--- config.mk ---
export PLATFORM = sky130hd
export DESIGN_NAME = bracket_tree_level_order
export DESIGN_NICKNAME = d
export VERILOG_FILES = /design/src/hdl/bto_pkg.sv /design/src/hdl/bto_ram.sv /design/src/hdl/bto_parser.sv /design/src/hdl/bto_walker.sv /design/src/hdl/bracket_tree_level_order.sv
export SDC_FILE = /design/constraint.sdc
export NUM_CORES = 2
export LEC_CHECK = 0
export ABC_AREA = 1
export BUFFER_PORTS_ARGS = -buffer_cell sky130_fd_sc_hd__buf_4
export CORE_UTILIZATION = 45
export CTS_CLUSTER_SIZE = 30
export DETAILED_ROUTE_END_ITERATION = 6
export PLACE_DENSITY = 0.67
export SLEW_MARGIN = 20
export SYNTH_ARGS = -nofsm -noshare
export SYNTH_HDL_FRONTEND = slang
export SYNTH_SLANG_ARGS = --single-unit
--- constraint.sdc ---
create_clock -name clock -period 9.4 [get_ports clock]
set_input_delay 0.94 -clock clock [delete_from_list [all_inputs] [get_ports clock]]
set_output_delay 0.94 -clock clock [all_outputs]
set_load 0.05 [all_outputs]
--- src/hdl/bto_pkg.sv ---
package bto_pkg;

   // Sizes of the node store and the parent stack.
   localparam int MAX_NODES   = 64;
   localparam int STACK_DEPTH = 64;
   localparam int IDX_W       = $clog2(MAX_NODES);
   localparam int STK_W       = $clog2(STACK_DEPTH);
   localparam int LINK_W      = 7;
   localparam int CNT_W       = 7;
   localparam int SYM_W       = 8;

   // Link code for "no node".
   localparam logic [LINK_W-1:0] NONE_IDX = 7'd127;

   // Characters with a special meaning.
   localparam logic [SYM_W-1:0] SYM_OPEN  = 8'h28;
   localparam logic [SYM_W-1:0] SYM_CLOSE = 8'h29;
   localparam logic [SYM_W-1:0] SYM_COMMA = 8'h2C;
   localparam logic [SYM_W-1:0] SYM_END   = 8'h00;

   // Side on which the next node is attached.
   localparam logic [1:0] MODE_NONE  = 2'd0;
   localparam logic [1:0] MODE_LEFT  = 2'd1;
   localparam logic [1:0] MODE_RIGHT = 2'd2;

   // Write requests from the parser into the node and link memories.
   typedef struct packed {
      logic              node_we;
      logic [IDX_W-1:0]  node_addr;
      logic [SYM_W-1:0]  node_data;
      logic              left_we;
      logic [IDX_W-1:0]  left_addr;
      logic [LINK_W-1:0] left_data;
      logic              right_we;
      logic [IDX_W-1:0]  right_addr;
      logic [LINK_W-1:0] right_data;
   } tree_wr_type;

   // Start of a breadth-first readout, issued on the terminator.
   typedef struct packed {
      logic              go;
      logic [LINK_W-1:0] root;
      logic              err;
   } start_type;

endpackage

--- src/hdl/bto_ram.sv ---
module bto_ram #(
   parameter int WIDTH = 8,
   parameter int DEPTH = 64
) (
   input  logic                         clock,
   input  logic                         we,
   input  logic [$clog2(DEPTH)-1:0]     waddr,
   input  logic [WIDTH-1:0]             wdata,
   input  logic [$clog2(DEPTH)-1:0]     raddr,
   output logic [WIDTH-1:0]             rdata
);

   logic [WIDTH-1:0] mem_ff [DEPTH];

   // One write port and one registered read port.
   always_ff @(posedge clock) begin
      if (we) begin
         mem_ff[waddr] <= wdata;
      end
      rdata <= mem_ff[raddr];
   end

endmodule

--- src/hdl/bto_parser.sv ---
module bto_parser
   import bto_pkg::*;
(
   input  logic             clock,
   input  logic             reset,
   input  logic             req_valid,
   input  logic [SYM_W-1:0] req_symbol,
   output logic             req_stall,
   input  logic             walk_busy,
   output tree_wr_type      tree_wr,
   output start_type        start
);

   logic [CNT_W-1:0]  node_count_ff, node_count_in;
   logic [LINK_W-1:0] root_ff, root_in;
   logic [CNT_W-1:0]  level_ff, level_in;
   logic [1:0]        mode_ff, mode_in;
   logic [LINK_W-1:0] current_ff, current_in;
   logic              error_ff, error_in;
   logic              pend_valid_ff, pend_valid_in;
   logic              pend_left_ff, pend_left_in;
   logic [IDX_W-1:0]  pend_parent_ff, pend_parent_in;
   logic [IDX_W-1:0]  pend_child_ff, pend_child_in;
   logic              byp_valid_ff, byp_valid_in;
   logic [LINK_W-1:0] byp_data_ff, byp_data_in;

   logic              is_ctrl;
   logic              accept;
   logic              create;
   logic              stk_we;
   logic [CNT_W-1:0]  top_addr;
   logic [LINK_W-1:0] stk_rdata;
   logic [LINK_W-1:0] stack_top;

   // Parent stack; the read port always points at the top entry.
   bto_ram #(
      .WIDTH (LINK_W),
      .DEPTH (STACK_DEPTH)
   ) u_stack (
      .clock (clock),
      .we    (stk_we),
      .waddr (level_ff[STK_W-1:0]),
      .wdata (current_ff),
      .raddr (top_addr[STK_W-1:0]),
      .rdata (stk_rdata)
   );

   assign top_addr  = level_in - CNT_W'(1);
   assign stack_top = byp_valid_ff ? byp_data_ff : stk_rdata;

   // A node character or the terminator waits while a child link is still pending.
   assign is_ctrl   = (req_symbol == SYM_OPEN) || (req_symbol == SYM_CLOSE) ||
                      (req_symbol == SYM_COMMA);
   assign req_stall = walk_busy || (pend_valid_ff && !is_ctrl);
   assign accept    = req_valid && !req_stall;

   // Character decode and state update.
   always_comb begin
      node_count_in  = node_count_ff;
      root_in        = root_ff;
      level_in       = level_ff;
      mode_in        = mode_ff;
      current_in     = current_ff;
      error_in       = error_ff;
      pend_valid_in  = 1'b0;
      pend_left_in   = pend_left_ff;
      pend_parent_in = pend_parent_ff;
      pend_child_in  = pend_child_ff;
      byp_valid_in   = 1'b0;
      byp_data_in    = current_ff;
      stk_we         = 1'b0;
      create         = 1'b0;
      start.go       = 1'b0;
      start.root     = root_ff;
      start.err      = error_ff;
      if (accept) begin
         unique case (req_symbol)
            SYM_END: begin
               start.go      = 1'b1;
               node_count_in = '0;
               root_in       = NONE_IDX;
               level_in      = '0;
               mode_in       = MODE_NONE;
               current_in    = NONE_IDX;
               error_in      = 1'b0;
            end
            SYM_OPEN: begin
               if (level_ff >= CNT_W'(STACK_DEPTH)) begin
                  error_in = 1'b1;
               end else begin
                  stk_we       = 1'b1;
                  level_in     = level_ff + CNT_W'(1);
                  byp_valid_in = 1'b1;
               end
               mode_in = MODE_LEFT;
            end
            SYM_CLOSE: begin
               if (level_ff == '0) begin
                  error_in = 1'b1;
               end else begin
                  level_in = level_ff - CNT_W'(1);
               end
            end
            SYM_COMMA: begin
               mode_in = MODE_RIGHT;
            end
            default: begin
               if (node_count_ff >= CNT_W'(MAX_NODES)) begin
                  error_in = 1'b1;
               end else begin
                  create        = 1'b1;
                  node_count_in = node_count_ff + CNT_W'(1);
                  current_in    = LINK_W'(node_count_ff);
                  if (root_ff == NONE_IDX) begin
                     root_in = LINK_W'(node_count_ff);
                  end else if ((mode_ff == MODE_LEFT) || (mode_ff == MODE_RIGHT)) begin
                     if (level_ff == '0) begin
                        error_in = 1'b1;
                     end else if (stack_top >= LINK_W'(MAX_NODES)) begin
                        error_in = 1'b1;
                     end else begin
                        pend_valid_in  = 1'b1;
                        pend_left_in   = (mode_ff == MODE_LEFT);
                        pend_parent_in = stack_top[IDX_W-1:0];
                        pend_child_in  = node_count_ff[IDX_W-1:0];
                     end
                  end
               end
            end
         endcase
      end
   end

   // Node creation writes the value and clears both links; the parent link
   // is written in the cycle after, when the link memories are free.
   always_comb begin
      tree_wr.node_we    = create;
      tree_wr.node_addr  = node_count_ff[IDX_W-1:0];
      tree_wr.node_data  = req_symbol;
      tree_wr.left_we    = create || (pend_valid_ff && pend_left_ff);
      tree_wr.left_addr  = create ? node_count_ff[IDX_W-1:0] : pend_parent_ff;
      tree_wr.left_data  = create ? NONE_IDX : LINK_W'(pend_child_ff);
      tree_wr.right_we   = create || (pend_valid_ff && !pend_left_ff);
      tree_wr.right_addr = create ? node_count_ff[IDX_W-1:0] : pend_parent_ff;
      tree_wr.right_data = create ? NONE_IDX : LINK_W'(pend_child_ff);
   end

   // Control registers.
   always_ff @(posedge clock) begin
      if (reset) begin
         node_count_ff <= '0;
         root_ff       <= NONE_IDX;
         level_ff      <= '0;
         mode_ff       <= MODE_NONE;
         current_ff    <= NONE_IDX;
         error_ff      <= 1'b0;
         pend_valid_ff <= 1'b0;
         byp_valid_ff  <= 1'b0;
      end else begin
         node_count_ff <= node_count_in;
         root_ff       <= root_in;
         level_ff      <= level_in;
         mode_ff       <= mode_in;
         current_ff    <= current_in;
         error_ff      <= error_in;
         pend_valid_ff <= pend_valid_in;
         byp_valid_ff  <= byp_valid_in;
      end
   end

   // Payload registers.
   always_ff @(posedge clock) begin
      pend_left_ff   <= pend_left_in;
      pend_parent_ff <= pend_parent_in;
      pend_child_ff  <= pend_child_in;
      byp_data_ff    <= byp_data_in;
   end

endmodule

--- src/hdl/bto_walker.sv ---
module bto_walker
   import bto_pkg::*;
(
   input  logic              clock,
   input  logic              reset,
   input  start_type         start,
   output logic              walk_busy,
   output logic [IDX_W-1:0]  node_raddr,
   input  logic [SYM_W-1:0]  node_rdata,
   input  logic [LINK_W-1:0] left_rdata,
   input  logic [LINK_W-1:0] right_rdata,
   output logic              rsp_valid,
   input  logic              rsp_stall,
   output logic [SYM_W-1:0]  rsp_node_value,
   output logic              rsp_tree_empty,
   output logic              rsp_error_seen,
   output logic              rsp_is_last
);

   typedef enum logic [7:0] {
      W_IDLE   = 8'b0000_0001,
      W_START  = 8'b0000_0010,
      W_FETCH  = 8'b0000_0100,
      W_EMIT   = 8'b0000_1000,
      W_PUSH_L = 8'b0001_0000,
      W_PUSH_R = 8'b0010_0000,
      W_QREAD  = 8'b0100_0000,
      W_QWAIT  = 8'b1000_0000
   } walk_state_type;

   walk_state_type    state_ff, state_in;
   logic [LINK_W-1:0] root_ff, root_in;
   logic              err_ff, err_in;
   logic [IDX_W-1:0]  idx_ff, idx_in;
   logic [CNT_W-1:0]  head_ff, head_in;
   logic [CNT_W-1:0]  tail_ff, tail_in;
   logic [LINK_W-1:0] left_ff, left_in;
   logic [LINK_W-1:0] right_ff, right_in;
   logic              rsp_valid_ff, rsp_valid_in;
   logic [SYM_W-1:0]  value_ff, value_in;
   logic              empty_ff, empty_in;
   logic              errout_ff, errout_in;
   logic              last_ff, last_in;

   logic              out_free;
   logic              load;
   logic              left_ok;
   logic              right_ok;
   logic [CNT_W-1:0]  tail_sum;
   logic              q_we;
   logic [IDX_W-1:0]  q_wdata;
   logic [IDX_W-1:0]  q_rdata;

   // Visit queue of node indexes.
   bto_ram #(
      .WIDTH (IDX_W),
      .DEPTH (MAX_NODES)
   ) u_queue (
      .clock (clock),
      .we    (q_we),
      .waddr (tail_ff[IDX_W-1:0]),
      .wdata (q_wdata),
      .raddr (head_ff[IDX_W-1:0]),
      .rdata (q_rdata)
   );

   assign walk_busy  = (state_ff != W_IDLE);
   assign node_raddr = idx_ff;
   assign out_free   = !rsp_valid_ff || !rsp_stall;
   assign left_ok    = (left_rdata < LINK_W'(MAX_NODES));
   assign right_ok   = (right_rdata < LINK_W'(MAX_NODES));
   assign tail_sum   = tail_ff + CNT_W'(left_ok) + CNT_W'(right_ok);

   // Breadth-first walk: fetch a node, emit it, queue its children, dequeue.
   always_comb begin
      state_in  = state_ff;
      root_in   = root_ff;
      err_in    = err_ff;
      idx_in    = idx_ff;
      head_in   = head_ff;
      tail_in   = tail_ff;
      left_in   = left_ff;
      right_in  = right_ff;
      value_in  = value_ff;
      empty_in  = empty_ff;
      errout_in = errout_ff;
      last_in   = last_ff;
      load      = 1'b0;
      q_we      = 1'b0;
      q_wdata   = left_ff[IDX_W-1:0];
      unique case (state_ff)
         W_IDLE: begin
            if (start.go) begin
               root_in  = start.root;
               err_in   = start.err;
               head_in  = '0;
               tail_in  = '0;
               state_in = W_START;
            end
         end
         W_START: begin
            if (root_ff < LINK_W'(MAX_NODES)) begin
               idx_in   = root_ff[IDX_W-1:0];
               state_in = W_FETCH;
            end else if (out_free) begin
               load      = 1'b1;
               value_in  = '0;
               empty_in  = 1'b1;
               errout_in = err_ff;
               last_in   = 1'b1;
               state_in  = W_IDLE;
            end
         end
         W_FETCH: begin
            state_in = W_EMIT;
         end
         W_EMIT: begin
            if (out_free) begin
               load      = 1'b1;
               value_in  = node_rdata;
               empty_in  = 1'b0;
               errout_in = err_ff;
               last_in   = (head_ff == tail_sum);
               left_in   = left_rdata;
               right_in  = right_rdata;
               state_in  = W_PUSH_L;
            end
         end
         W_PUSH_L: begin
            if (left_ff < LINK_W'(MAX_NODES)) begin
               q_we    = 1'b1;
               tail_in = tail_ff + CNT_W'(1);
            end
            state_in = W_PUSH_R;
         end
         W_PUSH_R: begin
            q_wdata = right_ff[IDX_W-1:0];
            if (right_ff < LINK_W'(MAX_NODES)) begin
               q_we    = 1'b1;
               tail_in = tail_ff + CNT_W'(1);
            end
            state_in = (head_ff == tail_in) ? W_IDLE : W_QREAD;
         end
         W_QREAD: begin
            state_in = W_QWAIT;
         end
         W_QWAIT: begin
            idx_in   = q_rdata;
            head_in  = head_ff + CNT_W'(1);
            state_in = W_FETCH;
         end
         default: begin
            state_in = W_IDLE;
         end
      endcase
   end

   // Output register: filled by the walk, emptied by a transfer.
   always_comb begin
      if (load) begin
         rsp_valid_in = 1'b1;
      end else if (rsp_stall) begin
         rsp_valid_in = rsp_valid_ff;
      end else begin
         rsp_valid_in = 1'b0;
      end
   end

   // Control registers.
   always_ff @(posedge clock) begin
      if (reset) begin
         state_ff     <= W_IDLE;
         rsp_valid_ff <= 1'b0;
         head_ff      <= '0;
         tail_ff      <= '0;
      end else begin
         state_ff     <= state_in;
         rsp_valid_ff <= rsp_valid_in;
         head_ff      <= head_in;
         tail_ff      <= tail_in;
      end
   end

   // Payload registers.
   always_ff @(posedge clock) begin
      root_ff   <= root_in;
      err_ff    <= err_in;
      idx_ff    <= idx_in;
      left_ff   <= left_in;
      right_ff  <= right_in;
      value_ff  <= value_in;
      empty_ff  <= empty_in;
      errout_ff <= errout_in;
      last_ff   <= last_in;
   end

   assign rsp_valid      = rsp_valid_ff;
   assign rsp_node_value = value_ff;
   assign rsp_tree_empty = empty_ff;
   assign rsp_error_seen = errout_ff;
   assign rsp_is_last    = last_ff;

endmodule

--- src/hdl/bracket_tree_level_order.sv ---
// Parsing: one character per cycle while no readout runs; a node character or the
// terminator right after an attached node waits while the parent link is written to
// the link memory. Readout: the root is emitted first (an empty tree's single result
// comes from the start state); each further node takes the queue read and its wait,
// node fetch, emit (held by any output stall) and two queue writes. Input resumes when
// the walk is idle. Reset (synchronous, active high) empties the tree, stack and error
// flag; the memories are not cleared, every entry is written before it is read.
module bracket_tree_level_order
   import bto_pkg::*;
(
   input  logic             clock,
   input  logic             reset,
   input  logic             req_valid,
   output logic             req_stall,
   input  logic [SYM_W-1:0] req_symbol,
   output logic             rsp_valid,
   input  logic             rsp_stall,
   output logic [SYM_W-1:0] rsp_node_value,
   output logic             rsp_tree_empty,
   output logic             rsp_error_seen,
   output logic             rsp_is_last
);

   tree_wr_type       tree_wr;
   start_type         start;
   logic              walk_busy;
   logic [IDX_W-1:0]  node_raddr;
   logic [SYM_W-1:0]  node_rdata;
   logic [LINK_W-1:0] left_rdata;
   logic [LINK_W-1:0] right_rdata;

   // Character parser with the parent stack.
   bto_parser u_parser (
      .clock      (clock),
      .reset      (reset),
      .req_valid  (req_valid),
      .req_symbol (req_symbol),
      .req_stall  (req_stall),
      .walk_busy  (walk_busy),
      .tree_wr    (tree_wr),
      .start      (start)
   );

   // Node values and child links, written by the parser, read by the walk.
   bto_ram #(
      .WIDTH (SYM_W),
      .DEPTH (MAX_NODES)
   ) u_values (
      .clock (clock),
      .we    (tree_wr.node_we),
      .waddr (tree_wr.node_addr),
      .wdata (tree_wr.node_data),
      .raddr (node_raddr),
      .rdata (node_rdata)
   );

   bto_ram #(
      .WIDTH (LINK_W),
      .DEPTH (MAX_NODES)
   ) u_left (
      .clock (clock),
      .we    (tree_wr.left_we),
      .waddr (tree_wr.left_addr),
      .wdata (tree_wr.left_data),
      .raddr (node_raddr),
      .rdata (left_rdata)
   );

   bto_ram #(
      .WIDTH (LINK_W),
      .DEPTH (MAX_NODES)
   ) u_right (
      .clock (clock),
      .we    (tree_wr.right_we),
      .waddr (tree_wr.right_addr),
      .wdata (tree_wr.right_data),
      .raddr (node_raddr),
      .rdata (right_rdata)
   );

   // Breadth-first readout with the visit queue and the output register.
   bto_walker u_walker (
      .clock          (clock),
      .reset          (reset),
      .start          (start),
      .walk_busy      (walk_busy),
      .node_raddr     (node_raddr),
      .node_rdata     (node_rdata),
      .left_rdata     (left_rdata),
      .right_rdata    (right_rdata),
      .rsp_valid      (rsp_valid),
      .rsp_stall      (rsp_stall),
      .rsp_node_value (rsp_node_value),
      .rsp_tree_empty (rsp_tree_empty),
      .rsp_error_seen (rsp_error_seen),
      .rsp_is_last    (rsp_is_last)
   );

endmodule

After elaboration in Yosys (flattened, before gate mapping)
Memory sizes are Yosys's and may differ from the RTL's. A register that Yosys moved wholly into a read port is not among the register bits.
Cells that the tools add are included.
{ "totals": {"input_bits": 12, "word_cells": 204, "ram_bits": 2240, "reg_bits": 115, "out_inout_bits": 13, "memories": 5} }
{ "memory_table": {"columns": ["memory", "depth", "width", "read_ports", "rd_clocked_by_memory_dff", "wr", "line_no", "rtl"], "rows": [
  ["u_values.mem_ff", 64, 8, 1, 1, 1, "bto_ram.sv:13", "logic [WIDTH-1:0] mem_ff [DEPTH];"],
  ["u_left.mem_ff", 64, 7, 1, 1, 1, "bto_ram.sv:13", null],
  ["u_parser.u_stack.mem_ff", 64, 7, 1, 1, 1, "bto_ram.sv:13", null],
  ["u_right.mem_ff", 64, 7, 1, 1, 1, "bto_ram.sv:13", null],
  ["u_walker.u_queue.mem_ff", 64, 6, 1, 1, 1, "bto_ram.sv:13", null]
]} }
{ "op_classes": {"eq_ne": 29, "addsub": 8, "bitwise": 9, "order_cmp": 8, "muxes": 78, "reduce_logical": 42} }
{ "ops": {"columns": ["cell", "n"], "rows": [
  ["7-bit 2-to-1 mux", 14],
  ["8-bit case mux with 8 select lines", 1],
  ["8-bit 2-to-1 mux", 7],
  ["7-bit case mux with 2 select lines", 4],
  ["7-bit case mux with 3 select lines", 2],
  ["1-bit 2-to-1 mux", 38],
  ["7-bit less-than comparator (second input constant)", 5],
  ["8-bit by 6-bit equality test with 1-bit output (second input constant)", 4],
  ["7-bit by 1-bit adder with 7-bit output (second input constant)", 4],
  ["7-bit >= comparator (second input constant)", 3],
  ["6-bit 2-to-1 mux", 3],
  ["8-bit case mux with 2 select lines", 1],
  ["7-bit by 1-bit adder with 7-bit output", 2],
  ["7-bit equality test", 2],
  ["7-bit AND reduction", 2],
  ["6-bit case mux with 2 select lines", 1],
  ["2-bit AND reduction", 6],
  ["2-bit by 1-bit inequality test with 1-bit output (second input constant)", 5],
  ["2-bit inequality test (second input constant)", 5],
  ["1-bit case mux with 2 select lines", 5],
  ["5-bit nonzero test", 2],
  ["10-bit OR reduction", 1],
  ["1-bit NOT", 9],
  ["3-bit AND reduction", 3],
  ["other kinds (27)", 45]
]} }

Depth between registers and ports, before layout
{ "depth": {"depth_word": 12, "depth_mapped": 26, "ltp_nobuf": 22} }

Cells and area by module
From an unflattened synthesis, not the netlist that was laid out.
{ "unflattened": {"hier_cells": 8800, "area_unflattened_um2": 99385.3} }
{ "modules_own_cells": {"columns": ["mod", "instances", "seq_area_each_um2", "cells_each", "area_each_um2"], "rows": [
  ["bto_ram at u_parser.u_stack ...", 2, 13593.0, 1590, 18545.3],
  ["bto_ram at u_values", 1, 15534.9, 1805, 21339.2],
  ["bto_ram at u_left", 1, 13593.0, 1607, 18591.6],
  ["bto_ram at u_walker.u_queue", 1, 11651.2, 1376, 15930.3],
  ["bto_walker", 1, 1631.6, 405, 3294.4],
  ["bto_parser", 1, 1191.1, 427, 3139.3]
]} }

Least setup slack after synthesis
Ideal clock, no wire load.
{ "synth_timing": {"kind": "input-to-reg", "start": "input port req_symbol[4]", "end": "memory u_left.mem_ff[0][6] (netlist name) (data pin)", "required_ns": 8.911, "n_path_buf": 1, "arrival_ns": 3.356, "setup_ns": 0.489, "path_stages": 12, "slack_ns": 5.555, "cell_sequence": "inv_1 nand2_1 nor2_4 nand2_2 nand4_1 nand3_2 inv_2 buf_6 nand2_2 inv_2 nand2_2 inv_1"} }
{ "synth_lines": {"columns": ["item", "line_no", "rtl"], "rows": [
  ["start: declaration", "bracket_tree_level_order.sv:15", "input logic [SYM_W-1:0] req_symbol,"],
  ["end: declaration", "bto_ram.sv:13", null]
]} }

Worst setup path in the final report
{ "layout_timing": {"start": "input port req_symbol[5]", "end": "register u_parser.u_stack.rdata[6] (read register of u_parser.u_stack.mem_ff)"} }
{ "layout_between": {"elab_chain_len": 10, "elab_cells_between_ends": 14, "classes_between": "add/sub: 1; eq/ne: 3; mux: 2; reduce/logical: 8"} }
{ "layout_lines": {"columns": ["item", "line_no", "rtl"], "rows": [
  ["8-bit by 6-bit equality test with 1-bit output", "bto_parser.sv:52, bto_parser.sv:77", null],
  ["1-bit logical OR (2 in a row)", "bto_parser.sv:52", "assign is_ctrl = (req_symbol == SYM_OPEN) || (req_symbol == SYM_CLOSE) ||"],
  ["1-bit zero test", "bto_parser.sv:54", "assign req_stall = walk_busy || (pend_valid_ff && !is_ctrl);"],
  ["1-bit logical AND", "bto_parser.sv:54", null],
  ["1-bit logical OR", "bto_parser.sv:54", null],
  ["1-bit zero test", "bto_parser.sv:55", "assign accept = req_valid && !req_stall;"],
  ["1-bit logical AND", "bto_parser.sv:55", null],
  ["7-bit 2-to-1 mux (*)", "bto_parser.sv:76", "if (accept) begin"],
  ["6-bit by 1-bit subtractor with 6-bit output (*)", "bto_parser.sv:48", "assign top_addr = level_in - CNT_W'(1);"],
  ["end: declaration", "bto_ram.sv:10", "output logic [WIDTH-1:0] rdata"]
]} }
Every way passes the cells marked *; elsewhere a longest branch is shown, timed or not.
A chain may end at the register's enable or synchronous reset.

==> flow_summary.ini <==
[final_layout]
multi_input_comb_area_um2 = 22700
seq_area_um2 = 70800
layout.cells.most_common_list = sky130_fd_sc_hd__edfxtp_1 (2,292), sky130_fd_sc_hd__nor2_1 (1,503), sky130_fd_sc_hd__o21ai_0 (1,094), sky130_fd_sc_hd__nand3_1 (725), sky130_fd_sc_hd__nand2_1 (582)
synthToLayoutAreaGrowth_pct = 10.5
drive_gt1_share_pct = 7.08
final_area_um2 = 106000
final_net_count = 7597
layout.filler_cells = 17900
final_common_cell = sky130_fd_sc_hd__edfxtp_1

[power]
netSwitchingFraction_pct = 27.2
static_leak_nw = 34.0
power_switching_w = 0.00690
power_density_nw_per_um2 = 239
p_comb_share_pct = 14.6
vdd.ir_drop.worst_uv = 210
power.share.sequential_pct = 48.6
pwr-share-clk_pct = 36.8
internal-power_w = 0.0184

[outcome]
status = complete, but fails checks
violations_in_the_final_reports = DRC

[sta]
post-route-min-period_ps = 5310
final-setup-viol-count = 0
final_min_period_over_clock_period_pct = 56.5
finalHoldViolCount = 0
finClkSkew_ps = 35.2
grt_setup_unrepaired = no
final-max-slew-violation-count = 0
worstMarginPinSlew_ps = 1080
fin_tns_setup_ps = 0
max-slew-margin-rel_pct = 28.0
layout_setup_ws_ps = 4090
timing.fmax_mhz = 188

[synth]
syn-mean-instance-area_um2 = 12.4
synth_async_sr_flop_share_pct = 0
dominantRegCellSynth = sky130_fd_sc_hd__edfxtp_1
synthesis.area_um2 = 96100
synthCells = 7766
synth_seq_area_share_pct = 73.7
synth.net_count = 7788
synth-edff-count = 2292
synth.distinct_cells = 57
yosys_warnings = 0
postSynthRegisterBits = 2390

[worst_hold_path]
hold-path-cell-count = 0
worstHoldPathType = reg -> reg
worst_min_delay_path_startpoint = u_right.rdata[5]
timing.hold.worst_endpoint = u_walker.right_ff[5]

[place]
placement.setup.worst_slack_ps = 3260
io_buffers = 24
placed_cell_area_um2 = 98500
gp_congestion = 0.883
detailed_place_hpwl_um = 142000

[setup_path]
end_kind = flop
crit_chain = buf_4 > nand2_1 > inv_1 > nand2_1 > nor2_1 > nand3_1 > nand3_1 > nand2_1 > nand2_8 > nand2_8 > ha_4 > clkinv_4 > buf_4 > nand3_1 > nand3_1 > nand3_1 > nand3_1 > nand2_1 > nand2_1 > nand2_1
cp.required_ps = 10230
worst_reg_to_reg_cells = 21
worst_r2r_endpoint = u_parser.u_stack.rdata[6]
crit-reg2reg-launch = u_parser.level_ff[0]
criticalPathCategory = in -> reg
critical-path-slowest-cell = sky130_fd_sc_hd__ha_4
ff2ff_setup_slack_ps = 4410
cpPeakStageDelay_ps = 540
critical_path.startpoint_type = input port
worst-endpoint-arrival_ps = 6140
worstPathMaxFanout = 140

[detailed_routing]
number_of_remaining_drc_errors = 4
wire_per_inst_um = 23.7
route.detailed.vias_per_inst = 5.94
detail-route-antenna-nets = 0
routed-via-count = 62900
detailed_route_wire_length_um = 252000
first_iter_violations = 7992
firstDrtPassIters = 7

[floorplanning]
start_util_pct = 45.3
fp.dieArea_um2 = 215000
design.core.area_um2 = 212000
num_rows = 169
die_h_um = 464
die_x_um = 464
pin_count = 25

[clock_tree]
cts.sink_count = 2390
cell_at_the_root_of_the_clock_tree = sky130_fd_sc_hd__clkbuf_16
cts_buffers = 233
insertion_delay_ps = 880
cts_hold_buffers = 0
cts_repair_resize_count = 0
cts-htree-levels = 4
cts_tree = built
clk_transition_reported_paths_ps = 60
max-clock-path-buffers = 3
cts_setup_buffers = 0

[global_route]
maximum_number_of_pins_on_one_net_before_global_route_repair = 199
grt_remaining_overflow = 0
number_of_antenna_violations_at_the_first_check_in_global_routing = 3
wire_length_of_the_first_global_routing_pass_um = 376000
track_usage_pct = 22.8
vias_in_the_first_global_route = 59200

[run]
cap_viol_max_count = 0
==> flip-flops by register name, indices dropped and copies added, names as in the netlist, 8 cells and up <==
signal and count:
u_walker.rsp_node_value 8, u_right.mem_ff 448, u_walker.u_queue.mem_ff 384, u_values.rdata 8, u_values.mem_ff 512, u_parser.u_stack.mem_ff 448, u_left.mem_ff 448, u_walker.state_ff 8
==> stage by stage <==
step / util (%) / hold WS (ps) / std cells / total power, W
2_1_floorplan: - / 386 / 7766 / 0.0150
3_3_place_gp: 46.4 / 391 / 10200 / 0.0161
3_5_place_dp: 46.4 / 391 / 10200 / 0.0162
4_1_cts: 50.0 / 395 / 10600 / 0.0254
5_1_grt: 50.0 / 395 / 10600 / 0.0261
6_report: 50.0 / 404 / 10600 / 0.0253
==> worst max-delay path: cells and delay by family <==
kind	cells	cell delay [ps]
simple gates	15	2760
buf+inv	4	1590
fa+ha+maj	1	540
==> cells by family (layout without fill, tap and decap cells) <==
logic type                 count (synthesis)  after routing  synth area share [%]
and+or+nand+nor                         2930           2930                  12.8
DFF                                     2390           2390                  73.7
AOI/OAI and AO/OA                       1748           1748                  10.3
buffers and inverters                    663            667                  2.83
xor gates and xnor gates                  25             25                 0.275
adders and majority gates                 10             10                 0.138
other                                      0              1                     0
==> synth_stat cells, drive strengths merged (2+ instances only) <==
cell | count | area share (%)
a211oi | 4 | 0.031
buf | 127 | 0.73
o21bai | 6 | 0.047
nor2 | 1525 | 6.1
clkinv | 13 | 0.053
nand3 | 729 | 3.8
o21ai | 1102 | 5.8
xor2 | 18 | 0.18
clkbuf | 403 | 1.6
o311a | 2 | 0.021
nand4 | 24 | 0.16
nand3b | 7 | 0.055
o32ai | 14 | 0.13
xnor2 | 7 | 0.091
o311ai | 6 | 0.055
o211ai | 32 | 0.25
ha | 9 | 0.12
inv | 120 | 0.47
o21a | 2 | 0.016
dfxtp | 98 | 2.0
nand2 | 608 | 2.4
edfxtp | 2292 | 72
o22ai | 435 | 2.8
or2 | 8 | 0.055
nor4 | 7 | 0.061
a31oi | 6 | 0.039
a21oi | 39 | 0.21
o31ai | 2 | 0.016
nor3 | 20 | 0.10
o2111ai | 2 | 0.018
a221oi | 4 | 0.036
o221ai | 89 | 0.81
==> layer usage <==
metal,global-route usage (%),vias up,routed length (µm)
li1,-,28200,-
met1,31.9,31200,103000
met2,36.2,3086,119000
met3,3.78,425,21800
met4,7.50,0,7740
met5,0,-,0
==> how the worst max path moves through the flow <==
| stage | from | to | depth (start not counted) |
|---|---|---|---|
| 6_report | req_symbol[5] | u_parser.u_stack.rdata[6] | 20 |
| 5_1_grt | req_symbol[5] | u_parser.u_stack.rdata[0] | 19 |
| 4_1_cts | req_symbol[5] | u_parser.u_stack.rdata[0] | 19 |
| 3_5_place_dp | req_symbol[5] | u_parser.u_stack.rdata[0] | 19 |
| 3_3_place_gp | req_symbol[5] | u_parser.u_stack.rdata[1] | 20 |
| 2_1_floorplan | req_symbol[4] | u_left.mem_ff[0][6] | 12 |
==> power groups by stage <==
stage                     sequential (W)  clock, W  combinational, W
final                             0.0123   0.00933           0.00371
after global routing              0.0123   0.00982           0.00401
after CTS                         0.0123   0.00941           0.00365
after detailed placement          0.0125         0           0.00364
after global placement            0.0125         0           0.00359
after floorplan                   0.0126         0           0.00237
==> layout make-up <==
| class | count | area share (%) |
|---|---|---|
| Antenna cell | 1 | 0.00236 |
| Clock buffer | 306 | 5.99 |
| Clock inverter | 124 | 1.20 |
| Inverter | 133 | 0.501 |
| Multi-Input combinational cell | 4713 | 21.4 |
| Sequential cell | 2390 | 66.7 |
| Tap cell | 2821 | 3.33 |
| Timing Repair Buffer | 104 | 0.891 |
Power figures use the tool's default switching activity.
